<file path="config.mk">
export PLATFORM = sky130hd
export DESIGN_NAME = idle_sleep_long_press_wake
export DESIGN_NICKNAME = d
export VERILOG_FILES = /design/src/islpw_pkg.sv /design/src/idle_sleep_long_press_wake.sv
export SDC_FILE = /design/constraint.sdc
export NUM_CORES = 1
export LEC_CHECK = 0
export ABC_CLOCK_PERIOD_IN_PS = 6510
export BUFFER_PORTS_ARGS = -buffer_cell sky130_fd_sc_hd__buf_2
export CAP_MARGIN = 20
export CORE_MARGIN = 2
export CORE_UTILIZATION = 52
export CTS_BUF_LIST = sky130_fd_sc_hd__clkbuf_2 sky130_fd_sc_hd__clkbuf_4 sky130_fd_sc_hd__clkbuf_8
export DETAILED_ROUTE_END_ITERATION = 8
export HOLD_SLACK_MARGIN = 0.06
export PLACE_DENSITY_LB_ADDON = 0.3
export SLEW_MARGIN = 20
export SYNTH_ARGS = -nofsm -noshare
export SYNTH_HDL_FRONTEND = slang
export SYNTH_SLANG_ARGS = --single-unit
</file>
<file path="constraint.sdc">
create_clock -name clk -period 6.51 [get_ports clk]
set_input_delay 0 -clock clk [delete_from_list [all_inputs] [get_ports clk]]
set_output_delay 0 -clock clk [all_outputs]
set_load 0.01 [all_outputs]
</file>
<file path="src/islpw_pkg.sv">
// ----------------------------------------------------------------------------
// Idle sleep / long press wake: package
// Phase codes, register indexes and word layout shared by RTL and checker.
// ----------------------------------------------------------------------------
package islpw_pkg;

    // Sleep phases as reported in the result word.
    typedef enum logic [2:0] {
        PH_AWAKE   = 3'd0,
        PH_RELEASE = 3'd1,
        PH_PAUSE   = 3'd2,
        PH_ARM     = 3'd3,
        PH_HOLD    = 3'd4,
        PH_SETTLE  = 3'd5
    } phase_t;

    // Configuration register indexes.
    typedef enum logic [2:0] {
        CFG_IDLE_LIMIT = 3'd0,
        CFG_WAKE_HOLD  = 3'd1,
        CFG_RELEASE    = 3'd2,
        CFG_ARM        = 3'd3,
        CFG_SETTLE     = 3'd4
    } cfg_idx_t;

    localparam int CFG_IDX_W  = 3;
    localparam int CFG_DATA_W = 24;
    localparam int TIMER_W    = 16;
    localparam int IN_W       = 8;
    localparam int OUT_W      = 8;

    // Bit positions in the result word.
    localparam int OUT_ASLEEP = 0;
    localparam int OUT_ENTER  = 1;
    localparam int OUT_WAKE   = 2;
    localparam int OUT_PHASE  = 3;

    // Reset values of the timing registers.
    localparam logic [CFG_DATA_W-1:0] IDLE_LIMIT_RST = 24'd0;
    localparam logic [TIMER_W-1:0]    WAKE_HOLD_RST  = 16'd1000;
    localparam logic [TIMER_W-1:0]    RELEASE_RST    = 16'd300;
    localparam logic [TIMER_W-1:0]    ARM_RST        = 16'd200;
    localparam logic [TIMER_W-1:0]    SETTLE_RST     = 16'd150;

endpackage

</file>
<file path="src/idle_sleep_long_press_wake.sv">
// ----------------------------------------------------------------------------
// Idle sleep / long press wake
// Millisecond-tick sleep controller: idle timeout or request puts the system
// to sleep, a released-then-held-then-released button sequence wakes it.
// ----------------------------------------------------------------------------
// Each input word is one millisecond tick and yields exactly one result word
// in the next cycle. The block takes a tick in every clock cycle: the single
// result register frees as it is read, so s_tready is low only while a result
// waits and m_tready is low. All state (phase, stable timer, idle counter) is
// updated in the same cycle the tick is accepted, so throughput is one tick
// per clock while the output does not stall. Configuration registers are written
// through cfg_we, cfg_index and cfg_data and take effect on the next tick.
module idle_sleep_long_press_wake #(
    parameter int IDLE_WIDTH  = 24,
    parameter int PAUSE_TICKS = 100
) (
    input  logic                                clk,
    input  logic                                rst_n,
    input  logic                                cfg_we,
    input  logic [islpw_pkg::CFG_IDX_W-1:0]     cfg_index,
    input  logic [islpw_pkg::CFG_DATA_W-1:0]    cfg_data,
    input  logic                                s_tvalid,
    output logic                                s_tready,
    // [0] button_down, [1] activity, [2] sleep_request, [7:3] zero
    input  logic [islpw_pkg::IN_W-1:0]          s_tdata,
    output logic                                m_tvalid,
    input  logic                                m_tready,
    // [0] asleep, [1] enter_pulse, [2] wake_pulse, [5:3] phase, [7:6] zero
    output logic [islpw_pkg::OUT_W-1:0]         m_tdata
);
    import islpw_pkg::*;

    localparam int CMP_W = (IDLE_WIDTH > CFG_DATA_W) ? IDLE_WIDTH : CFG_DATA_W;
    localparam logic [TIMER_W-1:0] PAUSE_LIM = TIMER_W'(PAUSE_TICKS);
    localparam logic [TIMER_W-1:0] TIMER_MAX = '1;
    localparam logic [IDLE_WIDTH-1:0] IDLE_MAX = '1;

    // Configuration registers
    logic [CFG_DATA_W-1:0] idle_limit_reg;
    logic [TIMER_W-1:0]    wake_hold_reg;
    logic [TIMER_W-1:0]    release_reg;
    logic [TIMER_W-1:0]    arm_reg;
    logic [TIMER_W-1:0]    settle_reg;

    // Controller state
    phase_t                phase_reg, phase_next;
    logic [TIMER_W-1:0]    timer_reg, timer_next;
    logic                  armed_reg, armed_next;
    logic [IDLE_WIDTH-1:0] idle_reg, idle_next;

    // Result register
    logic                  m_valid_reg;
    logic [OUT_W-1:0]      m_data_reg, m_data_next;

    logic                  s_fire;
    logic                  btn, act, req;
    logic                  qual;
    logic [TIMER_W-1:0]    need;
    logic [TIMER_W-1:0]    st_timer;
    logic                  st_armed;
    logic                  st_done;
    logic [TIMER_W-1:0]    p_timer;
    logic                  p_done;
    logic [IDLE_WIDTH-1:0] idle_cnt;
    logic                  go_sleep;
    logic                  enter;
    logic                  wake;

    assign s_tready = !m_valid_reg || m_tready;
    assign s_fire   = s_tvalid && s_tready;
    assign btn      = s_tdata[0];
    assign act      = s_tdata[1];
    assign req      = s_tdata[2];
    assign m_tvalid = m_valid_reg;
    assign m_tdata  = m_data_reg;

    // Stable timer: first qualifying sample loads zero, later ones count up.
    always_comb
    begin
        qual = (phase_reg == PH_HOLD) ? btn : !btn;
        case (phase_reg)
            PH_RELEASE: need = release_reg;
            PH_ARM:     need = arm_reg;
            PH_HOLD:    need = wake_hold_reg;
            PH_SETTLE:  need = settle_reg;
            default:    need = TIMER_MAX;
        endcase
        if (!qual)
        begin
            st_timer = '0;
            st_armed = 1'b0;
        end
        else if (!armed_reg)
        begin
            st_timer = '0;
            st_armed = 1'b1;
        end
        else
        begin
            st_timer = (timer_reg != TIMER_MAX) ? timer_reg + 1'b1 : timer_reg;
            st_armed = 1'b1;
        end
        st_done = qual && (st_timer >= need);

        // The pause counts every tick, whatever the button does.
        p_timer = (timer_reg != TIMER_MAX) ? timer_reg + 1'b1 : timer_reg;
        p_done  = (p_timer >= PAUSE_LIM);

        if (act)
            idle_cnt = '0;
        else if (idle_reg != IDLE_MAX)
            idle_cnt = idle_reg + 1'b1;
        else
            idle_cnt = idle_reg;
        go_sleep = req || ((idle_limit_reg != '0) &&
                           (CMP_W'(idle_cnt) >= CMP_W'(idle_limit_reg)));
    end

    // Next state
    always_comb
    begin
        phase_next = phase_reg;
        timer_next = timer_reg;
        armed_next = armed_reg;
        idle_next  = idle_reg;
        case (phase_reg)
            PH_RELEASE, PH_ARM, PH_HOLD, PH_SETTLE:
            begin
                timer_next = st_timer;
                armed_next = st_armed;
                if (st_done)
                begin
                    timer_next = '0;
                    armed_next = 1'b0;
                    case (phase_reg)
                        PH_RELEASE: phase_next = PH_PAUSE;
                        PH_ARM:     phase_next = PH_HOLD;
                        PH_HOLD:    phase_next = PH_SETTLE;
                        default:
                        begin
                            phase_next = PH_AWAKE;
                            idle_next  = '0;
                        end
                    endcase
                end
            end
            PH_PAUSE:
            begin
                timer_next = p_timer;
                if (p_done)
                begin
                    phase_next = PH_ARM;
                    timer_next = '0;
                    armed_next = 1'b0;
                end
            end
            default:
            begin
                phase_next = PH_AWAKE;
                idle_next  = idle_cnt;
                if (go_sleep)
                begin
                    phase_next = PH_RELEASE;
                    timer_next = '0;
                    armed_next = 1'b0;
                    idle_next  = '0;
                end
            end
        endcase
    end

    // Pulses
    always_comb
    begin
        enter = 1'b0;
        wake  = 1'b0;
        case (phase_reg)
            PH_RELEASE, PH_PAUSE, PH_ARM, PH_HOLD: ;
            PH_SETTLE: wake  = st_done;
            default:   enter = go_sleep;
        endcase
    end

    // Result word
    always_comb
    begin
        m_data_next                    = '0;
        m_data_next[OUT_ASLEEP]        = (phase_next != PH_AWAKE);
        m_data_next[OUT_ENTER]         = enter;
        m_data_next[OUT_WAKE]          = wake;
        m_data_next[OUT_PHASE +: 3]    = phase_next;
    end

    always_ff @(posedge clk or negedge rst_n)
    begin
        if (!rst_n)
        begin
            idle_limit_reg <= IDLE_LIMIT_RST;
            wake_hold_reg  <= WAKE_HOLD_RST;
            release_reg    <= RELEASE_RST;
            arm_reg        <= ARM_RST;
            settle_reg     <= SETTLE_RST;
        end
        else if (cfg_we)
        begin
            case (cfg_idx_t'(cfg_index))
                CFG_IDLE_LIMIT: idle_limit_reg <= cfg_data;
                CFG_WAKE_HOLD:  wake_hold_reg  <= cfg_data[TIMER_W-1:0];
                CFG_RELEASE:    release_reg    <= cfg_data[TIMER_W-1:0];
                CFG_ARM:        arm_reg        <= cfg_data[TIMER_W-1:0];
                CFG_SETTLE:     settle_reg     <= cfg_data[TIMER_W-1:0];
                default:        ;
            endcase
        end
    end

    always_ff @(posedge clk or negedge rst_n)
    begin
        if (!rst_n)
        begin
            phase_reg <= PH_AWAKE;
            timer_reg <= '0;
            armed_reg <= 1'b0;
            idle_reg  <= '0;
        end
        else if (s_fire)
        begin
            phase_reg <= phase_next;
            timer_reg <= timer_next;
            armed_reg <= armed_next;
            idle_reg  <= idle_next;
        end
    end

    always_ff @(posedge clk or negedge rst_n)
    begin
        if (!rst_n)
            m_valid_reg <= 1'b0;
        else if (s_tready)
            m_valid_reg <= s_tvalid;
    end

    always_ff @(posedge clk)
    begin
        if (s_fire)
            m_data_reg <= m_data_next;
    end

endmodule

</file>
==> flow_summary.json <==
{
  "ys_ff_latch": 139,
  "grt_setup_unrepaired": "false",
  "hold_viol_final": 0,
  "die_area_um2": 17100,
  "cp_data_required_time_ns": 6.83,
  "path_clk_slew_ns": 0.09,
  "p_leak_nw": 3.99,
  "grt_pass1_wl_mm": 34.3,
  "crit_family": "simple AND/OR/NAND/NOR gates",
  "hp-class": "in -> reg",
  "crit_buf_inv": 2,
  "slew_viol_final": 0,
  "p_int_mw": 1.77,
  "synth_ff_type": "dfrtp_1",
  "tritoncts": "done",
  "clkSinkCount": 139,
  "row_count": 46,
  "tns_ns": 0,
  "timing.max_slew.rel_slack_pct": 33.7,
  "ctsHtreeMaxLevel": 4,
  "numCtsBuffers": 17,
  "max_stage_delay_ns": 0.78,
  "synth_cell_types": 67,
  "fmax_mhz": 191,
  "status": "complete, no violations",
  "post_cts_resized": 0,
  "drc": 0,
  "nets": 1012,
  "arrival_ns": 5.54,
  "setup.worst_path.end_class": "flip-flop",
  "fill_cells": 1389,
  "grt.total_usage_pct": 25.8,
  "vias_per_cell": 5.95,
  "die_w_um": 131,
  "wirelength_mm": 20.7,
  "dp_hpwl_mm": 13.9,
  "antenna_left": 0,
  "routedWlPerCell_um": 17.8,
  "clk_latency_ns": 0.46,
  "yosysWarnings": 0,
  "start_kind": "flip-flop",
  "seq_area_frac_synth_pct": 42.2,
  "hold_slack_ns": 0.102,
  "setup_violations": 0,
  "synth_top_area_share_pct": 34.7,
  "cap_violations": 0,
  "ios": 50,
  "numPortBuffers": 42,
  "synth_edf_count": 6,
  "grt_max_degree": 69,
  "cp_max_fo": 15,
  "place_area_um2": 8770,
  "period_needed_ns": 5.23,
  "drive_above_1_share_pct": 22.9,
  "seqPwrFrac_pct": 44.3,
  "clock-root-buffer": "clkbuf_8",
  "p_per_area_nw_per_um2": 283,
  "net-switching-power_uw": 910,
  "routabilityCongestion": 0.890,
  "pre_cts_slack_ns": 1.47,
  "synth_area_leaders": "dfrtp_1 35%, mux2_2 11%, ha_1 6.3%",
  "area_delta_synth_final_pct": 13.0,
  "start_util_pct": 53.0,
  "antenna_found_initial": 0,
  "synth_area_leader_cell": "dfrtp_1",
  "worst_slack_ns": 1.28,
  "grt-ovfl-total": 0,
  "vias": 6895,
  "syn_avg_cell_area_um2": 9.57,
  "path_class": "reg -> reg",
  "final_area_um2": 9450,
  "p_comb_share_pct": 28.7,
  "grt_pass1_vias": 6819,
  "drtIter0Drc": 543,
  "skew_ns": 0.0185,
  "synth_area_um2": 8360,
  "ir_worst_vdd_mv": 0.335,
  "syn_inst": 873,
  "worst_slew_pin_slew_ns": 0.970,
  "cts_buffer_depth": 2,
  "clkPwrFrac_pct": 27.0,
  "period_share_pct": 80.3,
  "switching_share_pct": 34.0,
  "coreArea_um2": 15800,
  "worstPathCellList": "nand4_1 -> or2_1 -> or4_1 -> and2_1 -> nand3_1 -> xor2_1 -> nor2_1 -> ha_1 -> nand4_1 -> nor4_1 -> o211ai_1 -> a41oi_1 -> buf_4 -> o21ai_0 -> buf_4 -> nor3_4 -> o22ai_1",
  "async_reset_ff_share_pct": 95.7,
  "n_antenna_cell": 0,
  "cp_slowest_cell": "or4_1",
  "total_power_mw": 2.68,
  "die_h_um": 131,
  "drt_first_pass_iters": 5
}
==> tightest hold or removal path, stage by stage <==
cell and delay, ns:
buf_2 0.12, a32oi_1 0.11, nor3_1 0.12, mux2_2 0.17
==> cells by family after synthesis <==
| kind of cell | synth area share (%) |
|---|---|
| and+or+nand+nor | 16.7 |
| AOI/OAI and AO/OA | 17.3 |
| buffers and inverters | 4.39 |
| adders and majority gates | 6.29 |
| muxes | 11.8 |
| other | 0.0449 |
| DFF | 42.2 |
| xor gates and xnor gates | 1.26 |
==> power groups by stage <==
| stage | clock, mW | combinational, mW | sequential (mW) |
|---|---|---|---|
| finish | 0.723 | 0.770 | 1.19 |
| global route | 0.776 | 0.866 | 1.21 |
| CTS | 0.734 | 0.764 | 1.18 |
| detailed placement | 0 | 0.744 | 1.20 |
| global placement | 0 | 0.718 | 1.19 |
| floorplan | 0 | 0.556 | 1.17 |
==> through the flow <==
stage	instances	utilization (%)
floorplan	874	-
global placement	1100	55.6
detailed placement	1100	55.6
CTS	1159	59.9
global route	1159	59.9
finish	1159	59.9
==> worst paths after layout <==
path	startpoint	endpoint	slack, ns	cells past startpoint
max	idle_reg[7]$_DFFE_PN0P_	timer_reg[1]$_DFFE_PN0P_	1.28	17
min	s_tdata[0]	armed_reg$_DFFE_PN0P_	0.10	4
max reg2reg	idle_reg[7]$_DFFE_PN0P_	timer_reg[1]$_DFFE_PN0P_	1.28	17
min reg2reg	arm_reg[9]$_DFFE_PN0P_	arm_reg[9]$_DFFE_PN0P_	0.51	1
max in group asynchronous	rst_n	idle_limit_reg[18]$_DFFE_PN0P_	5.10	3
min in group asynchronous	rst_n	settle_reg[3]$_DFFE_PN0P_	0.11	2
==> routing by layer <==
metal | share of wire (%) | up-vias | wire (um) | GRT usage, %
li1 | - | 3305 | - | -
met5 | 0 | - | 0 | 0
met2 | 47 | 189 | 9780 | 42.4
met1 | 46 | 3370 | 9510 | 35.2
met4 | 1.5 | 0 | 314 | 6.82
met3 | 5.2 | 31 | 1070 | 5.21
==> placed cells by master (no fill, tap or decap), types with 6 or more instances in the layout <==
master,n
dlygate4sd3_1,27
nor2_1,44
clkbuf_8,18
dfstp_2,17
o21ba_2,16
nor3_1,26
and2_1,10
a22o_1,7
buf_4,10
and3_1,9
nand3_1,25
o21a_1,11
o22ai_1,25
dfrtp_1,116
inv_1,50
nand4_1,22
mux2_2,83
buf_2,41
a211oi_1,6
nand2_1,84
o21ai_0,93
a21oi_1,31
edfxtp_1,6
ha_1,42
o211ai_1,6
nand2b_1,6
nor4_1,16
xor2_1,9
and4_1,6
==> repair_timing <==
action / 4_1_cts / 5_1_grt
endpoints found under the hold margin: 154 / 0
hold buffers: 27 / 0
setup buffers: 0 / 0
==> cell type report <==
type	instances	area [um2]	share of cell area, %
clock buffers	18	248	2.62
clock inverters	14	158	1.67
inverters	50	188	1.99
multi-input cells	643	4490	47.5
flip-flops and latches	139	3530	37.4
well taps	216	270	2.86
repair buffers	79	562	5.95
==> Yosys cell counts (all sizes together) (2+ instances only) <==
master   count
nor3        29
nor3b        2
xnor2        3
nand2       84
dfstp       17
o21ai       93
o211ai       6
a21oi       31
or3          3
and4         6
nor2        45
nand3       26
buf         11
a22o         7
a21o         2
o22ai       25
a31oi        5
o21a        11
inv         50
nand4       24
a211oi       6
nor4        17
clkbuf      31
nand2b       6
mux2i        5
dfrtp      116
nor4b        2
or4          2
or2          3
and2        11
xor2         9
edfxtp       6
and3         9
o21ba       16
nor2b        3
a2111oi      4
ha          42
mux2        83
o21bai       5
Note: power is estimated with default switching activity, not from simulation.
